==> src/rtl/bucketed_hash_table_engine_macros.svh <==
// Assertion macros shared by the hash table engine RTL.
// Each macro expects clk and rst_n to be visible where it is used.
`ifndef BUCKETED_HASH_TABLE_ENGINE_MACROS_SVH
`define BUCKETED_HASH_TABLE_ENGINE_MACROS_SVH

// Condition must hold on every enabled clock edge.
`define BHTE_ASSERT_ALWAYS(label, cond, msg) \
  label: assert property (@(posedge clk) disable iff (!rst_n) (cond)) \
    else $error(msg);

// Consequent must hold in the same cycle as the antecedent.
`define BHTE_ASSERT_SAME(label, ante, cons, msg) \
  label: assert property (@(posedge clk) disable iff (!rst_n) (ante) |-> (cons)) \
    else $error(msg);

// Consequent must hold in the clock cycle after the antecedent.
`define BHTE_ASSERT_NEXT(label, ante, cons, msg) \
  label: assert property (@(posedge clk) disable iff (!rst_n) (ante) |=> (cons)) \
    else $error(msg);

`endif

==> src/rtl/bhte_pkg.sv <==
// Package for the bucketed hash table engine: operation codes, FSM states,
// hash constants and the elaboration-time hash column table. No dependencies.
`timescale 1ns / 1ps

package bhte_pkg;

  localparam int KEY_W      = 32;
  localparam int VAL_W      = 32;
  localparam int HASH_STEPS = 32;

  localparam logic [KEY_W-1:0] HASH_POLY = 32'h1EDC6F41;
  localparam logic [VAL_W-1:0] ALL_ONES  = 32'hFFFFFFFF;

  // Status codes of a result word
  localparam logic STATUS_OK   = 1'b0;
  localparam logic STATUS_FULL = 1'b1;

  // Operation codes; code 3 is unused and acts as a no-op
  typedef enum logic [1:0] {
    FUNC_INSERT = 2'd0,
    FUNC_REMOVE = 2'd1,
    FUNC_FIND   = 2'd2
  } func_t;

  // Control FSM states
  typedef enum logic [1:0] {
    ST_CLEAR,
    ST_IDLE,
    ST_HASH,
    ST_EVAL
  } state_t;

  typedef logic [KEY_W-1:0] hash_cols_t [KEY_W];

  // Shift/XOR mixer, 32 steps. Only evaluated on constants at elaboration.
  function automatic logic [KEY_W-1:0] mix_key(input logic [KEY_W-1:0] v);
    logic [KEY_W-1:0] acc;
    acc = v;
    for (int s = 0; s < HASH_STEPS; s++) begin
      if (acc[KEY_W-1]) begin
        acc = (acc << 1) ^ HASH_POLY;
      end else begin
        acc = acc << 1;
      end
    end
    return acc;
  endfunction

  // The mixer is linear over GF(2): column i is the image of key bit i.
  function automatic hash_cols_t build_hash_cols();
    hash_cols_t cols;
    for (int i = 0; i < KEY_W; i++) begin
      cols[i] = mix_key(KEY_W'(1) << i);
    end
    return cols;
  endfunction

endpackage

==> src/rtl/bhte_hash.sv <==
// Key hash and bucket index unit: GF(2) column XOR of the key, then reduction
// modulo NUM_BUCKETS. Depends on bhte_pkg.
`timescale 1ns / 1ps

module bhte_hash import bhte_pkg::*; #(
  parameter int NUM_BUCKETS = 512
) (
  input  logic                           clk,
  input  logic                           rst_n,
  input  logic                           start,
  input  logic [KEY_W-1:0]               key,
  output logic                           done,
  output logic [$clog2(NUM_BUCKETS)-1:0] bucket
);

  localparam int         BW        = $clog2(NUM_BUCKETS);
  localparam bit         POW2      = ((1 << BW) == NUM_BUCKETS);
  localparam hash_cols_t HASH_COLS = build_hash_cols();

  logic [KEY_W-1:0] mixed;
  logic [KEY_W-1:0] h_r;
  logic             done_r;

  // XOR of the columns selected by the key bits
  always_comb begin
    mixed = '0;
    for (int i = 0; i < KEY_W; i++) begin
      if (key[i]) begin
        mixed = mixed ^ HASH_COLS[i];
      end
    end
  end

  generate
    if (POW2) begin : g_mask
      // Power-of-two bucket count: the bucket is the low hash bits
      always_ff @(posedge clk) begin
        if (start) begin
          h_r <= mixed;
        end
      end

      always_ff @(posedge clk) begin
        if (!rst_n) begin
          done_r <= 1'b0;
        end else begin
          done_r <= start;
        end
      end

      assign bucket = h_r[BW-1:0];
    end else begin : g_mod
      // Remainder by a general constant: 8 hash bits a cycle, MSB first
      localparam int           DIGIT_W = 8;
      localparam int           NDIG    = KEY_W / DIGIT_W;
      localparam int           SW      = $clog2(NDIG + 1);
      localparam logic [BW:0]  NB_V    = (BW+1)'(NUM_BUCKETS);

      logic [SW-1:0] step_r;
      logic [BW-1:0] rem_r;
      logic [BW-1:0] rem_nxt;
      logic [BW:0]   trial;

      always_comb begin
        rem_nxt = rem_r;
        trial   = '0;
        for (int j = 0; j < DIGIT_W; j++) begin
          trial = {rem_nxt, h_r[KEY_W-1-j]};
          if (trial >= NB_V) begin
            trial = trial - NB_V;
          end
          rem_nxt = trial[BW-1:0];
        end
      end

      // Hash word shifts out one digit per step
      always_ff @(posedge clk) begin
        if (start) begin
          h_r   <= mixed;
          rem_r <= '0;
        end else if (step_r != '0) begin
          h_r   <= h_r << DIGIT_W;
          rem_r <= rem_nxt;
        end
      end

      always_ff @(posedge clk) begin
        if (!rst_n) begin
          step_r <= '0;
          done_r <= 1'b0;
        end else begin
          done_r <= (step_r == SW'(1));
          if (start) begin
            step_r <= SW'(NDIG);
          end else if (step_r != '0) begin
            step_r <= step_r - SW'(1);
          end
        end
      end

      assign bucket = rem_r;
    end
  endgenerate

  assign done = done_r;

endmodule

==> config.mk <==
export PLATFORM = sky130hd
export DESIGN_NAME = bhte_hash
export DESIGN_NICKNAME = d
export VERILOG_FILES = /design/src/rtl/bucketed_hash_table_engine_macros.svh /design/src/rtl/bhte_pkg.sv /design/src/rtl/bhte_hash.sv
export SDC_FILE = /design/constraint.sdc
export NUM_CORES = 1
export LEC_CHECK = 0
export BUFFER_PORTS_ARGS = -buffer_cell sky130_fd_sc_hd__buf_2
export CORE_UTILIZATION = 43
export DETAILED_ROUTE_END_ITERATION = 8
export PLACE_DENSITY = 0.83
export SYNTH_ARGS = -nofsm -noshare
export SYNTH_HDL_FRONTEND = slang
export SYNTH_SLANG_ARGS = --single-unit
==> constraint.sdc <==
create_clock -name clk -period 1.7 [get_ports clk]
set_clock_uncertainty 0.1 [all_clocks]
set_input_delay 0.085 -clock clk [delete_from_list [all_inputs] [get_ports clk]]
set_output_delay 0.085 -clock clk [all_outputs]
set_load 0.01 [all_outputs]
# Word level (Yosys, flattened, before mapping)
# Cells that the tools add are included.
# totals
inputBits	35
out_inout_bits	10
reg_bits	10
# classes
muxes	32
n_bitwise	31
# ops
op	count
2-to-1 mux 8 bit	15
2-to-1 mux 9 bit	13
NOT 6 bit	7
NOT 4 bit	9
NOT 5 bit	6
NOT 8 bit	3
2-to-1 mux 7 bit	2
NOT 7 bit	2
2-to-1 mux 5 bit	1
2-to-1 mux 4 bit	1
NOT 2 bit	2
NOT 3 bit	1
NOT 1 bit	1

# Depth between registers and ports, before layout
# depth
ltp_word	63
ltp_mapped	4
mapped_depth_nobuf	4

# Least setup slack after synthesis
# No wires, ideal clock.
# synth_path
path_kind	input port to flip-flop
startpoint	input port key[10]
endpoint	register h_r[6] (data pin)
path_buffers	0
setup_ns	0.264
setup_slack_ns	-0.042
arrival_time_ns	1.378
stages	4
cell_sequence	xnor3_2 > xnor3_2 > xnor3_1 > xnor2_1
# synth_between
elab_chain_len	35
# synth_lines
item	line_no	rtl
from (decl)	bhte_hash.sv:11	input logic [KEY_W-1:0] key,
2-to-1 mux 9 bit (*)	bhte_hash.sv:28	if (key[i]) begin
NOT 7 bit (no source line)	n/a	
2-to-1 mux 9 bit (*)	bhte_hash.sv:28	
2-to-1 mux 8 bit (*)	bhte_hash.sv:28	
NOT 5 bit (no source line)	n/a	
2-to-1 mux 9 bit (*)	bhte_hash.sv:28	
NOT 4 bit (no source line)	n/a	
2-to-1 mux 8 bit (*)	bhte_hash.sv:28	
(+18 left out)	n/a	
2-to-1 mux 8 bit (*) (2 in series)	bhte_hash.sv:28	
NOT 6 bit (no source line)	n/a	
2-to-1 mux 7 bit (*)	bhte_hash.sv:28	
NOT 6 bit (no source line)	n/a	
2-to-1 mux 8 bit (*)	bhte_hash.sv:28	
NOT 7 bit (no source line)	n/a	
2-to-1 mux 8 bit (*) (2 in series)	bhte_hash.sv:28	
named net mixed[6]	bhte_hash.sv:20	logic [KEY_W-1:0] mixed;
to (signal assigned)	bhte_hash.sv:39	h_r <= mixed;
to (decl)	bhte_hash.sv:21	logic [KEY_W-1:0] h_r;
# The timed path passes the listed nets; every way through them passes the cells marked *.
# A chain may end at the register's enable or synchronous reset.

# Worst setup path after layout
# layout_path
startpoint	input port key[10]
endpoint	register h_r[5] (data pin)
# layout_between
elab_chain_len	33
# layout_lines
item	line_no
2-to-1 mux 9 bit (*)	bhte_hash.sv:28
NOT 7 bit (no source line)	n/a
2-to-1 mux 9 bit (*)	bhte_hash.sv:28
NOT 5 bit (no source line)	n/a
2-to-1 mux 8 bit (*)	bhte_hash.sv:28
NOT 5 bit (no source line)	n/a
2-to-1 mux 9 bit (*)	bhte_hash.sv:28
NOT 4 bit (no source line)	n/a
(+18 left out)	n/a
NOT 6 bit (no source line)	n/a
2-to-1 mux 7 bit (*)	bhte_hash.sv:28
2-to-1 mux 8 bit (*)	bhte_hash.sv:28
NOT 7 bit (no source line)	n/a
2-to-1 mux 8 bit (*)	bhte_hash.sv:28
NOT 6 bit (no source line)	n/a
2-to-1 mux 8 bit (*)	bhte_hash.sv:28
named net mixed[5]	bhte_hash.sv:20
# Marks and branches as above.

==> flow_summary.toml <==
[timing]
fmax_mhz = 656.9
worst_pin_slew_ps = 357.3
relSlewSlack_pct = 76.01
fin_crit_ps = 1522
layout_setup_ws_ps = 177.6
hold_viol = 0
finalSetupViolCount = 0
rsz0062_at_grt = "false"
slew_violations = 0
fin_crit_sh_pct = 89.55

[floorplan]
core-area_sq_um = 2255
die_w_um = 51.50
die_y_um = 51.50
dieArea_sq_um = 2652
io_pins = 45
rows = 17
initial_core_util_pct = 46.73

[layout]
nets = 170
fin_cells = 162
n_antenna_cell = 0
drive_gt1_share_pct = 46.27
syn2layout_area_growth_pct = 36.22
final_cell_mix = "44 x buf_2, 42 x xnor2_1, 12 x buf_4, 11 x xnor3_1, 9 x edfxtp_1"
final_common_cell = "buf_2"

[critical_path]
critical_path.endpoint = "h_r[5]$_DFFE_PP_"
startpoint = "key[10]"
cp.required_ps = 1610
critPathKind = "in2reg"
cp.arrival_ps = 1430
cp_max_fo = 2
end_kind = "flop"
worst_setup_path_start_kind = "input pin"

[power_and_ir_drop]
p_per_area_nw_per_um2 = 1110
ir_drop_v = 0.0006219
p_leak_nw = 0.6925
total_power_mw = 1.593

[global_routing]
grt_pass1_vias = 744
overflow = 0
grt.total_usage_pct = 17.08
grt_max_degree = 11
antenna_found_initial = 0
grt_pass1_wl_mm = 3.243

[clock_tree]
cts_tree = "done"
clk_path_buf_depth = 2
numCtsBuffers = 3
root_buffer = "clkbuf_4"
htree_levels = 1
clk_pin_slew_worst_paths_ps = 60
cts_sinks = 10
cts_resized = 0

[synth]
synth_cell_types = 9
synth_cells = 73
synthesis.area_sq_um = 1054
ys_seq_area_share_pct = 27.55
ys_top_cells_by_area = "xnor2_1 35%, edfxtp_1 26%, xnor3_1 24%, xnor3_2 4.5%, xor2_1 4.2%"
ys_seq_elements = 10
yosysTopAreaCell = "xnor2_1"
avgSynthCellArea_sq_um = 14.43
yosys_warnings = 0
syn_nets = 108
synth_top_area_share_pct = 34.92

[route]
final_antenna_net_count = 0
dr.pass1.iters = 4
drt-vias-per-instance = 4.426
vias = 717
routedWlPerCell_um = 12.65
drtIter0Drc = 5
drt-total-wl_mm = 2.049
remaining_drc_errors = 0

[placed_design]
port_buffers = 44
place_ws_ps = -86.90
dpl.hpwl_mm = 1.823
dp_cells = 157
finalWeightedCongestion = 0.8520

[hold_path]
min_path_type = "in2reg"

[run_status]
status = "complete, no violations"

[run]
drv_cap = 0
## area by class of cell
type | count | area (sq um)
Clock buffer | 4 | 26.28
Fill cell | 199 | 819.5
Multi-Input combinational cell | 63 | 763.2
Sequential cell | 10 | 290.3
Tap cell | 28 | 35.03
Timing Repair Buffer | 57 | 320.3
## layer usage
metal / track usage, % / share of wire, % / vias to the layer above
met5: 0 / 0 / -
met3: 1.170 / 6.2 / 2
met4: 6.757 / 1.2 / 0
met1: 18.87 / 39 / 318
li1: - / - / 364
met2: 33.33 / 53 / 33
## metrics by stage
stage	cell area, sq um	util [%]	setup TNS [ps]	hold WS (ps)
after CTS	1435	63.65	0	76.05
final	1435	63.65	0	83.67
after global placement	1399	62.04	-70.44	193.2
after floorplan	1054	-	0	97.50
after detailed placement	1399	62.04	-330.7	195.0
after global routing	1435	63.65	0	84.87
## registers in the layout, indices dropped and copies added (netlist names)
signal,count
h_r,9
done,1
## worst min-delay path by stage
stage / startpoint / to / slack (ps) / cells past startpoint
global route: start / h_r[3]$_DFFE_PP_ / 80 / 1
global placement: rst_n / done$_SDFF_PN0_ / 190 / 2
CTS: start / h_r[3]$_DFFE_PP_ / 80 / 1
finish: start / h_r[3]$_DFFE_PP_ / 80 / 1
detailed placement: rst_n / done$_SDFF_PN0_ / 200 / 2
floorplan: start / h_r[0]$_DFFE_PP_ / 100 / 0
## power by group
part	total (mW)	internal [mW]	switching, mW
combinational	0.965	0.574	0.391
clock	0.167	0.0905	0.0767
sequential	0.461	0.436	0.0243
total	1.59	1.10	0.492
## synthesized netlist by cell type (all sizes together)
library cell,number
xnor2,42
xnor3,14
edfxtp,9
xor2,5
and2,1
dfxtp,1
xor3,1
## what timing repair did
action	4_1_cts	5_1_grt
buffers inserted	0	0
endpoints found under the hold margin	1	0
hold buffers	1	0
## cell families (layout without fill, tap and decap cells)
group / Yosys count / after routing / synth area share, %
buffers and inverters: 0 / 61 / 0
DFF: 10 / 10 / 27.55
and+or+nand+nor: 1 / 1 / 0.5942
xor gates and xnor gates: 62 / 62 / 71.85
## critical path, stage by stage
cell     delay (ps)
buf_2            90
xnor3_2         450
xnor2_1         220
xnor3_1         440
xnor2_1         140
Note: power is estimated with default switching activity, not from simulation.
