File: config.mk
export PLATFORM = sky130hd
export DESIGN_NAME = bhte_match
export DESIGN_NICKNAME = d
export VERILOG_FILES = /design/src/rtl/bucketed_hash_table_engine_macros.svh /design/src/rtl/bhte_pkg.sv /design/src/rtl/bhte_match.sv
export SDC_FILE = /design/constraint.sdc
export NUM_CORES = 1
export LEC_CHECK = 0
export BUFFER_PORTS_ARGS = -buffer_cell sky130_fd_sc_hd__buf_2
export CORE_MARGIN = 5
export CORE_UTILIZATION = 36
export DETAILED_ROUTE_END_ITERATION = 10
export PLACE_DENSITY = 0.92
export SLEW_MARGIN = 25
export SYNTH_ARGS = -nofsm -noshare
export SYNTH_HDL_FRONTEND = slang
export SYNTH_SLANG_ARGS = --single-unit
File: constraint.sdc
create_clock -name vclk -period 3.5
set_input_delay 1.05 -clock vclk [all_inputs]
set_output_delay 1.05 -clock vclk [all_outputs]
set_load 0.01 [all_outputs]
File: src/rtl/bucketed_hash_table_engine_macros.svh
// Assertion macros shared by the hash table engine RTL.
// Each macro expects clk and rst_n to be visible where it is used.
`ifndef BUCKETED_HASH_TABLE_ENGINE_MACROS_SVH
`define BUCKETED_HASH_TABLE_ENGINE_MACROS_SVH

// Condition must hold on every enabled clock edge.
`define BHTE_ASSERT_ALWAYS(label, cond, msg) \
  label: assert property (@(posedge clk) disable iff (!rst_n) (cond)) \
    else $error(msg);

// Consequent must hold in the same cycle as the antecedent.
`define BHTE_ASSERT_SAME(label, ante, cons, msg) \
  label: assert property (@(posedge clk) disable iff (!rst_n) (ante) |-> (cons)) \
    else $error(msg);

// Consequent must hold in the clock cycle after the antecedent.
`define BHTE_ASSERT_NEXT(label, ante, cons, msg) \
  label: assert property (@(posedge clk) disable iff (!rst_n) (ante) |=> (cons)) \
    else $error(msg);

`endif

File: src/rtl/bhte_pkg.sv
// Package for the bucketed hash table engine: operation codes, FSM states,
// hash constants and the elaboration-time hash column table. No dependencies.
`timescale 1ns / 1ps

package bhte_pkg;

  localparam int KEY_W      = 32;
  localparam int VAL_W      = 32;
  localparam int HASH_STEPS = 32;

  localparam logic [KEY_W-1:0] HASH_POLY = 32'h1EDC6F41;
  localparam logic [VAL_W-1:0] ALL_ONES  = 32'hFFFFFFFF;

  // Status codes of a result word
  localparam logic STATUS_OK   = 1'b0;
  localparam logic STATUS_FULL = 1'b1;

  // Operation codes; code 3 is unused and acts as a no-op
  typedef enum logic [1:0] {
    FUNC_INSERT = 2'd0,
    FUNC_REMOVE = 2'd1,
    FUNC_FIND   = 2'd2
  } func_t;

  // Control FSM states
  typedef enum logic [1:0] {
    ST_CLEAR,
    ST_IDLE,
    ST_HASH,
    ST_EVAL
  } state_t;

  typedef logic [KEY_W-1:0] hash_cols_t [KEY_W];

  // Shift/XOR mixer, 32 steps. Only evaluated on constants at elaboration.
  function automatic logic [KEY_W-1:0] mix_key(input logic [KEY_W-1:0] v);
    logic [KEY_W-1:0] acc;
    acc = v;
    for (int s = 0; s < HASH_STEPS; s++) begin
      if (acc[KEY_W-1]) begin
        acc = (acc << 1) ^ HASH_POLY;
      end else begin
        acc = acc << 1;
      end
    end
    return acc;
  endfunction

  // The mixer is linear over GF(2): column i is the image of key bit i.
  function automatic hash_cols_t build_hash_cols();
    hash_cols_t cols;
    for (int i = 0; i < KEY_W; i++) begin
      cols[i] = mix_key(KEY_W'(1) << i);
    end
    return cols;
  endfunction

endpackage

File: src/rtl/bhte_match.sv
// Way compare for one bucket row: first valid way holding the key and first
// free way, each one-hot or all zero. Depends on bhte_pkg.
`timescale 1ns / 1ps

module bhte_match import bhte_pkg::*; #(
  parameter int WAYS = 4
) (
  input  logic [KEY_W-1:0]      key,
  input  logic [WAYS-1:0]       valid,
  input  logic [WAYS*KEY_W-1:0] keys,
  output logic [WAYS-1:0]       match_oh,
  output logic [WAYS-1:0]       free_oh
);

  logic [WAYS-1:0] eq;
  logic [WAYS-1:0] vacant;

  // Per-way compare
  always_comb begin
    for (int w = 0; w < WAYS; w++) begin
      eq[w] = valid[w] && (keys[w*KEY_W +: KEY_W] == key);
    end
    vacant = ~valid;
  end

  // Lowest set bit wins
  assign match_oh = eq & (~eq + WAYS'(1));
  assign free_oh  = vacant & (~vacant + WAYS'(1));

endmodule

## After elaboration in Yosys (flattened, before gate mapping)

Cells that the tools add are included.

| word-level totals | value |
|---|---|
| bits in registers | 0 |
| latch bits | 0 |
| bits in writable memories | 0 |
| ROM bits | 0 |
| input port bits | 164 |
| output and inout bits | 8 |
| logic and storage cells | 15 |
| memories | 0 |

| operators by class | value |
|---|---|
| add/sub/neg operators | 2 |
| multiply operators | 0 |
| div/mod/pow operators | 0 |
| magnitude comparators | 0 |
| equal/unequal tests | 4 |
| shifts and indexed selects | 0 |
| muxes and demuxes | 0 |
| bitwise gates (word level) | 5 |
| reduce and logical (&&, ||, !) cells | 4 |

Operator list:

| cell | count |
|---|---|
| == test 32 bit | 4 |
| NOT 4 bit | 3 |
| adder 4 x 1 -> 4 bit, second input constant | 2 |
| bitwise AND 4 bit | 2 |
| logical AND 1 bit | 4 |

## Longest topological paths before layout

Gate-level depths: netlist of the first run.

| depth | value |
|---|---|
| depth in word-level cells | 5 |
| depth in mapped cells | 6 |

## Worst setup path after synthesis of the first run

OpenSTA, ideal clock, no wires.

| timing | value |
|---|---|
| path type | input to output |
| start point | input key[21] |
| end point | output match_oh[2] |
| arrival time | 2.279 ns |
| data required time | 2.450 ns |
| setup slack | 0.171 ns |
| stages on the path | 5 |
| cell sequence | xor2_1 nor4_1 nand4_1 or4_4 nor3_2 |

| between the ends | value |
|---|---|
| longest elaborated chain between the ends | 5 |
| elaborated cells between the ends (all ways) | 9 |

RTL lines:

| what | line | RTL |
|---|---|---|
| start: declaration | bhte_match.sv:8 | `input logic [KEY_W-1:0] key,` |
| == test 32 bit | bhte_match.sv:21 | `eq[w] = valid[w] && (keys[w*KEY_W +: KEY_W] == key);` |
| logical AND 1 bit | bhte_match.sv:21 |  |
| NOT 4 bit | bhte_match.sv:27 | `assign match_oh = eq & (~eq + WAYS'(1));` |
| adder 4 x 1 -> 4 bit | bhte_match.sv:27 |  |
| bitwise AND 4 bit * | bhte_match.sv:27 |  |
| end: declaration | bhte_match.sv:11 | `output logic [WAYS-1:0] match_oh,` |

Mark *: on every way between the ends. The rest lies on a longest branch, timed or not.

## Final worst setup path of the first run

| timing | value |
|---|---|
| start point | input key[14] |
| end point | output match_oh[2] |

The elaborated chain is that of the path after synthesis.

==> metrics.cfg, run 1 <==
[worst_setup_path]
worstPathArrival_ns = 2.65
critPathMaxFanout = 2
crit_chain = buf_6, xor2_1, nor4_2, nand4_1, or4_4, nor3_2, buf_2
start_kind = input pin
cp-end-kind = output port
required_ns = 2.45
slowest_stage = or4_4
slowest_delay_ns = 0.52
path_class = in -> out

[pwr]
fin_total_pwr_uw = 348
leakagePower_uw = 0.00141
power_per_cell_area_nw_per_um2 = 122
peakVddDrop_uv = 61.0

[route]
drt_pass1_iterations = 4
drcViolationCount = 0
antenna_left = 0
drt-initial-drc-count = 94
routed_via_density = 5.05
routed_wirelength_um = 8140
vias = 2233
drt-wirelength-per-cell_um = 18.4

[timing]
hold_violations = 0
slew_headroom = 0.721
fmax_mhz = 270
layout_worst_path_cycle_share = 1.06
worst_pin_slew_ns = 0.415
hold_ws_ns = 2.36
slew_viol_final = 0
rsz0062_at_grt = yes
setup_viol_count_final = 4
finalCriticalPeriod_ns = 3.70
final.setup.worst_slack_ns = -0.203

[synth]
synth_xor_area_frac = 0.730
synth_cell_types = 21
synth_area_leaders = xor2_1 37%, xnor2_1 36%, nor4_1 7.1%
ys_seq_area_frac = 0
yosysWarnings = 0
synthCells = 187
synthAdderAreaFrac = 0
synth_top_area_frac = 0.374
syn-num-nets = 351
synth_area_sq_um = 1500
synthSimpleGateAreaFrac = 0.243
synth_largest_area_cell = xor2_1
synth.avg_cell_area_sq_um = 8.02
synth_top_family_by_area = XOR/XNOR gates
synth_compound_area_frac = 0.0142
synthMuxAreaShare = 0

[layout]
area_delta_synth_final_pct = 90.6
fin_nets = 558
seq_cell_count = 0
fin_cells = 442
fillers = 309
layout-drive-gt1-share = 0.584
insertedDiodeCount = 0
clkbuf_count = 0
regArea_sq_um = 0

[placed_design]
gp_congestion = 0.910
io_buffers = 172
hpwl_um = 6950
dp_cells = 441

[outcome]
violations = setup timing
status = complete, but fails checks

[grt]
overflow = 0
grt_pass1_wl_um = 11000
track_usage = 0.258
antenna_found_initial = 0
grt_max_degree = 6
grt_pass1_vias = 2405

[floorplanning]
die_h_um = 74.5
core-area_sq_um = 4030
start_util = 0.372
pin_count = 172
die_w_um = 74.5
std_cell_rows = 23
die_area_sq_um = 5550

[run]
maxCapViolCount = 0

[clock_network]
ctsHoldBuffers = 0

[min_path]
min_path_type = in -> out

[path summary, 6_finish.rpt]
path,depth (start not counted),end,from
worst min-delay path,3,free_oh[3],valid[3]
worst max-delay path,7,match_oh[2],key[14]
[where the power goes]
part	internal, uW	switching, uW	total, uW	leakage, uW
Clock	0	0	0	0
Combinational	188	160	348	0.00141
Sequential	0	0	0	0
Total	188	160	348	0.00141
[metal layers]
metal	up-vias	global-route usage	wire length [um]	part of all wire
met5	-	0	0	0
met3	26	0.0689	982	0.12
met1	1001	0.269	2720	0.33
met2	148	0.494	4190	0.51
li1	1058	-	-	-
met4	0	0.0870	255	0.031
[repair_timing]
action	in CTS	in global routing
setup buffers	1	0
pin swaps	6	9
gates resized for setup	9	18
endpoints found under the hold margin	0	0
endpoints found under the setup margin	4	4
[cells in the final DEF, fill, tap and decap left out, types with 2 or more instances in the layout]
cell type  instances
buf_2            168
xor2_1            62
xnor2_1           54
buf_4             29
nand4_1           14
nor4_1            10
nor4_2             7
xnor2_2            7
buf_6              7
nor3_1             4
inv_1              4
nand3_1            4
xor2_2             2
nand3_2            2
nor3_2             2
nand2_1            2
nor2_1             2
buf_12             2
[layout make-up]
| type | instances | area [sq um] | area share |
|---|---|---|---|
| well taps | 50 | 62.6 | 0.0219 |
| multi-input cells | 182 | 1600 | 0.561 |
| repair buffers | 206 | 1180 | 0.412 |
| inverters | 4 | 15.0 | 0.00526 |
[worst max-delay path, delay by kind of cell]
| family | cells | cell delay [ns] |
|---|---|---|
| simple gates | 4 | 1.17 |
| buf+inv | 2 | 0.27 |
| xor+xnor | 1 | 0.16 |
[cell usage after synthesis]
cell type / n
a222oi_1: 1
and3_1: 1
and4_1: 1
clkbuf_1: 1
inv_1: 4
nand2_1: 2
nand3_1: 6
nand4_1: 14
nand4_4: 1
nor2_1: 2
nor2b_1: 1
nor3_1: 4
nor3_2: 2
nor3b_1: 1
nor4_1: 17
nor4b_4: 1
o21ai_0: 1
o22ai_1: 1
or4_4: 1
xnor2_1: 61
xor2_1: 64
[cell families (layout without fill, tap and decap cells)]
family	Yosys count	count (layout)
compound gates	3	3
buf+inv	5	210
xor+xnor	125	125
simple gates	54	54
[per-stage QoR]
| stage | setup slack (ns) | utilization | setup TNS (ns) | cell area (sq um) |
|---|---|---|---|---|
| 2_1_floorplan | 0.171 | - | 0 | 1500 |
| 3_3_place_gp | -0.338 | 0.668 | -0.958 | 2690 |
| 3_5_place_dp | -0.346 | 0.668 | -1.02 | 2690 |
| 4_1_cts | -0.181 | 0.683 | -0.488 | 2750 |
| 5_1_grt | -0.267 | 0.709 | -0.817 | 2860 |
| 6_report | -0.203 | 0.709 | -0.493 | 2860 |
Note: power is estimated with default switching activity, not from simulation.
==> run 2: changes to the inputs <==
--- a/config.mk
+++ b/config.mk
@@ -10,6 +10,7 @@
 export CORE_UTILIZATION = 36
 export DETAILED_ROUTE_END_ITERATION = 10
 export PLACE_DENSITY = 0.92
+export RECOVER_POWER = 50
 export SLEW_MARGIN = 25
 export SYNTH_ARGS = -nofsm -noshare
 export SYNTH_HDL_FRONTEND = slang
==> metrics.cfg, run 2 (same netlist as run 1, synthesis figures left out) <==
[outcome]
status = complete, but fails checks
violations = setup timing

[route]
drt_pass1_iterations = 4
drcViolationCount = 0
routed_wirelength_um = 8140
vias = 2233
drt-initial-drc-count = 95
routed_via_density = 5.05
drt-wirelength-per-cell_um = 18.4
antenna_left = 0

[placed_design]
pre_cts_ws_ns = -0.346
gp_congestion = 0.910
hpwl_um = 6950
io_buffers = 172
dp_cells = 441

[layout]
seq_cell_count = 0
fin_cells = 442
layout-drive-gt1-share = 0.579
area_delta_synth_final_pct = 90.4
final_common_cell = buf_2
clkbuf_count = 0
fin_nets = 558
layout_common_cells = 166 x buf_2, 62 x xor2_1, 54 x xnor2_1
insertedDiodeCount = 0
regArea_sq_um = 0
fillers = 310

[timing]
fmax_mhz = 270
slew_viol_final = 0
final.setup.worst_slack_ns = -0.203
rsz0062_at_grt = yes
hold_violations = 0
fin_setup_tns_ns = -0.493
finalCriticalPeriod_ns = 3.70
worst_pin_slew_ns = 0.415
layout_worst_path_cycle_share = 1.06
setup_viol_count_final = 4
slew_headroom = 0.721

[floorplanning]
start_util = 0.372
core-area_sq_um = 4030
pin_count = 172
std_cell_rows = 23
die_h_um = 74.5
die_w_um = 74.5
die_area_sq_um = 5550

[pwr]
seq_power_share = 0
power_per_cell_area_nw_per_um2 = 122
power.share.clock = 0
intPower_uw = 187
peakVddDrop_uv = 61.0
p_comb_frac = 1.000
leakagePower_uw = 0.00140
p_switching_uw = 160
p_sw_frac = 0.461

[min_path]
hp-start = valid[3]
min_path_type = in -> out
whs_endpoint = free_oh[3]
hold_depth = 3

[worst_setup_path]
worstPathArrival_ns = 2.65
path_class = in -> out
critPathMaxFanout = 2
cp-end-kind = output port
start_kind = input pin
required_ns = 2.45

[clock_network]
ctsHoldBuffers = 0

[run]
maxCapViolCount = 0

[grt]
grt_max_degree = 6
grt_pass1_wl_um = 11000
grt_pass1_vias = 2405
overflow = 0
antenna_found_initial = 0
track_usage = 0.258

-- run 2: cell types whose count changed in the layout (fill, tap and decap cells not counted), sizes merged --
| cell | previous run | this run |
|---|---|---|
| buf | 206 | 204 |
| clkbuf | 0 | 2 |
-- run 2: layout make-up --
cell class                 count  area [sq um]  share of cell area
multi-input combinational    182          1600               0.561
timing repair buffer         206          1170               0.412
inverter                       4          15.0             0.00526
tap                           50          62.6              0.0219
-- run 2: worst max path at each step --
stage | end | start | cells after the start
floorplan | match_oh[2] | key[21] | 5
global placement | match_oh[3] | key[30] | 7
detailed placement | match_oh[2] | key[30] | 7
CTS | match_oh[2] | key[14] | 7
global route | match_oh[3] | key[17] | 10
finish | match_oh[2] | key[14] | 7
-- run 2: repair_timing --
item | 4_1_cts | 5_1_grt
endpoints found under the hold margin | 0 | 0
setup buffers | 1 | 0
pin swaps | 6 | 9
setup endpoints to repair | 4 | 4
resized for setup | 9 | 18
-- run 2: metrics by stage --
step / area [sq um] / utilization / power, uW / hold WS (ns)
floorplan: 1500 / - / 129 / 2.15
global placement: 2690 / 0.668 / 310 / 2.36
CTS: 2750 / 0.683 / 328 / 2.36
finish: 2850 / 0.708 / 348 / 2.36
detailed placement: 2690 / 0.668 / 319 / 2.36
global route: 2850 / 0.708 / 372 / 2.38
-- run 2: worst max-delay path, cell delays in order --
cell and delay, ns:
buf_6 0.10, xor2_1 0.16, nor4_2 0.35, nand4_1 0.14, or4_4 0.52, nor3_2 0.16, buf_2 0.17
-- run 2: metal layers --
| metal | track usage | part of all wire | up-vias |
|---|---|---|---|
| li1 | - | - | 1058 |
| met1 | 0.269 | 0.33 | 1001 |
| met2 | 0.494 | 0.51 | 148 |
| met3 | 0.0689 | 0.12 | 26 |
| met4 | 0.0870 | 0.031 | 0 |
| met5 | 0 | 0 | - |
-- run 2: power by group through the flow --
stage                     registers [uW]  logic, uW  clock network (uW)
final                                  0        348                   0
after global routing                   0        372                   0
after CTS                              0        328                   0
after detailed placement               0        319                   0
after global placement                 0        310                   0
after floorplan                        0        129                   0
==> run 3: changes to the inputs <==
--- a/config.mk
+++ b/config.mk
@@ -6,12 +6,14 @@
 export NUM_CORES = 1
 export LEC_CHECK = 0
 export BUFFER_PORTS_ARGS = -buffer_cell sky130_fd_sc_hd__buf_2
+export CELL_PAD_IN_SITES_DETAIL_PLACEMENT = 0
+export CELL_PAD_IN_SITES_GLOBAL_PLACEMENT = 1
 export CORE_MARGIN = 5
-export CORE_UTILIZATION = 36
+export CORE_UTILIZATION = 22
 export DETAILED_ROUTE_END_ITERATION = 10
-export PLACE_DENSITY = 0.92
+export PLACE_DENSITY = 0.91
 export RECOVER_POWER = 50
-export SLEW_MARGIN = 25
+export SLEW_MARGIN = 20
 export SYNTH_ARGS = -nofsm -noshare
 export SYNTH_HDL_FRONTEND = slang
 export SYNTH_SLANG_ARGS = --single-unit
==> metrics.cfg, run 3 (same netlist as run 1, synthesis figures left out) <==
[outcome]
status = complete, but fails checks
violations = setup timing

[floorplanning]
pin_count = 172
die_w_um = 92.5
std_cell_rows = 30
core-area_sq_um = 6720
start_util = 0.223
die_area_sq_um = 8560
die_h_um = 92.5

[worst_setup_path]
cp-end-kind = output port
worstPathArrival_ns = 2.67
critPathBufInv = 3
path_class = in -> out
required_ns = 2.45
slowest_stage = or4_4
cpLargestDelayFamily = simple AND/OR/NAND/NOR gates
critPathMaxFanout = 2
crit_chain = buf_6, xor2_1, nor4_2, buf_4, nand4_1, or4_4, nor4b_4, buf_2
start_kind = input pin
slowest_delay_ns = 0.57

[grt]
grt_max_degree = 6
grt_pass1_vias = 2415
track_usage = 0.182
antenna_found_initial = 0
grt_pass1_wl_um = 12200
overflow = 0

[layout]
area_delta_synth_final_pct = 102
final_common_cell = buf_2
utilization = 0.450
insertedDiodeCount = 0
layout_common_cells = 159 x buf_2, 58 x xor2_1, 52 x xnor2_1
clkbuf_count = 0
fin_nets = 559
layout-drive-gt1-share = 0.601
regArea_sq_um = 0
seq_cell_count = 0

[timing]
layout_worst_path_cycle_share = 1.06
hold_ws_ns = 2.37
finalCriticalPeriod_ns = 3.72
rsz0062_at_grt = yes
setup_viol_count_final = 3
fmax_mhz = 268
hold_violations = 0
slew_headroom = 0.744
worst_pin_slew_ns = 0.381
final.setup.worst_slack_ns = -0.225
slew_viol_final = 0

[pwr]
fin_total_pwr_uw = 360
peakVddDrop_uv = 50.1
power_per_cell_area_nw_per_um2 = 119
leakagePower_uw = 0.00145

[route]
drt-wirelength-per-cell_um = 17.2
antenna_left = 0
vias = 2104
drcViolationCount = 0
drt_pass1_iterations = 4
routed_wirelength_um = 8120
drt-initial-drc-count = 46
routed_via_density = 4.45

[clock_network]
ctsHoldBuffers = 0

[placed_design]
hpwl_um = 7390
gp_congestion = 0.854
io_buffers = 172

[min_path]
min_path_type = in -> out
hold_depth = 3
hp-start = valid[3]
whs_endpoint = free_oh[3]

[run]
maxCapViolCount = 0

## run 3: through the flow
| step | setup slack, ns | area, sq um | TNS [ns] | instances |
|---|---|---|---|---|
| floorplan | 0.171 | 1500 | 0 | 187 |
| global placement | -0.271 | 2700 | -0.945 | 470 |
| detailed placement | -0.311 | 2700 | -0.937 | 470 |
| CTS | -0.275 | 2890 | -0.574 | 473 |
| global route | -0.320 | 3020 | -0.838 | 473 |
| finish | -0.225 | 3020 | -0.489 | 473 |
## run 3: report_power, final
part           switching [uW]  internal (uW)  total [uW]
sequential                  0              0           0
combinational             162            198         360
clock                       0              0           0
## run 3: cell type report
cell class,count,area (sq um)
Inverter,4,15.0
Tap cell,80,100
Fill cell,683,3700
Timing Repair Buffer,207,1240
Multi-Input combinational cell,182,1670
## run 3: worst max path at each step
stage	from	to	slack, ns	cells after the start
after floorplan	key[21]	match_oh[2]	0.17	5
after global placement	key[30]	match_oh[3]	-0.27	8
after detailed placement	key[20]	match_oh[3]	-0.31	8
after CTS	keys[87]	match_oh[3]	-0.27	8
after global routing	keys[87]	match_oh[3]	-0.32	8
final	keys[87]	match_oh[3]	-0.22	8
## run 3: routing by layer
layer / part of all wire / global-route usage / vias up
li1: - / - / 1054
met1: 0.37 / 0.211 / 942
met2: 0.54 / 0.355 / 104
met3: 0.085 / 0.0309 / 4
met4: 0.013 / 0.0210 / 0
met5: 0 / 0 / -
## run 3: timing repair
action / CTS / global route
endpoints found under the setup margin: 4 / 4
resized for setup: 29 / 24
pin swaps: 16 / 16
hold endpoints to repair: 0 / 0
setup buffers: 3 / 0
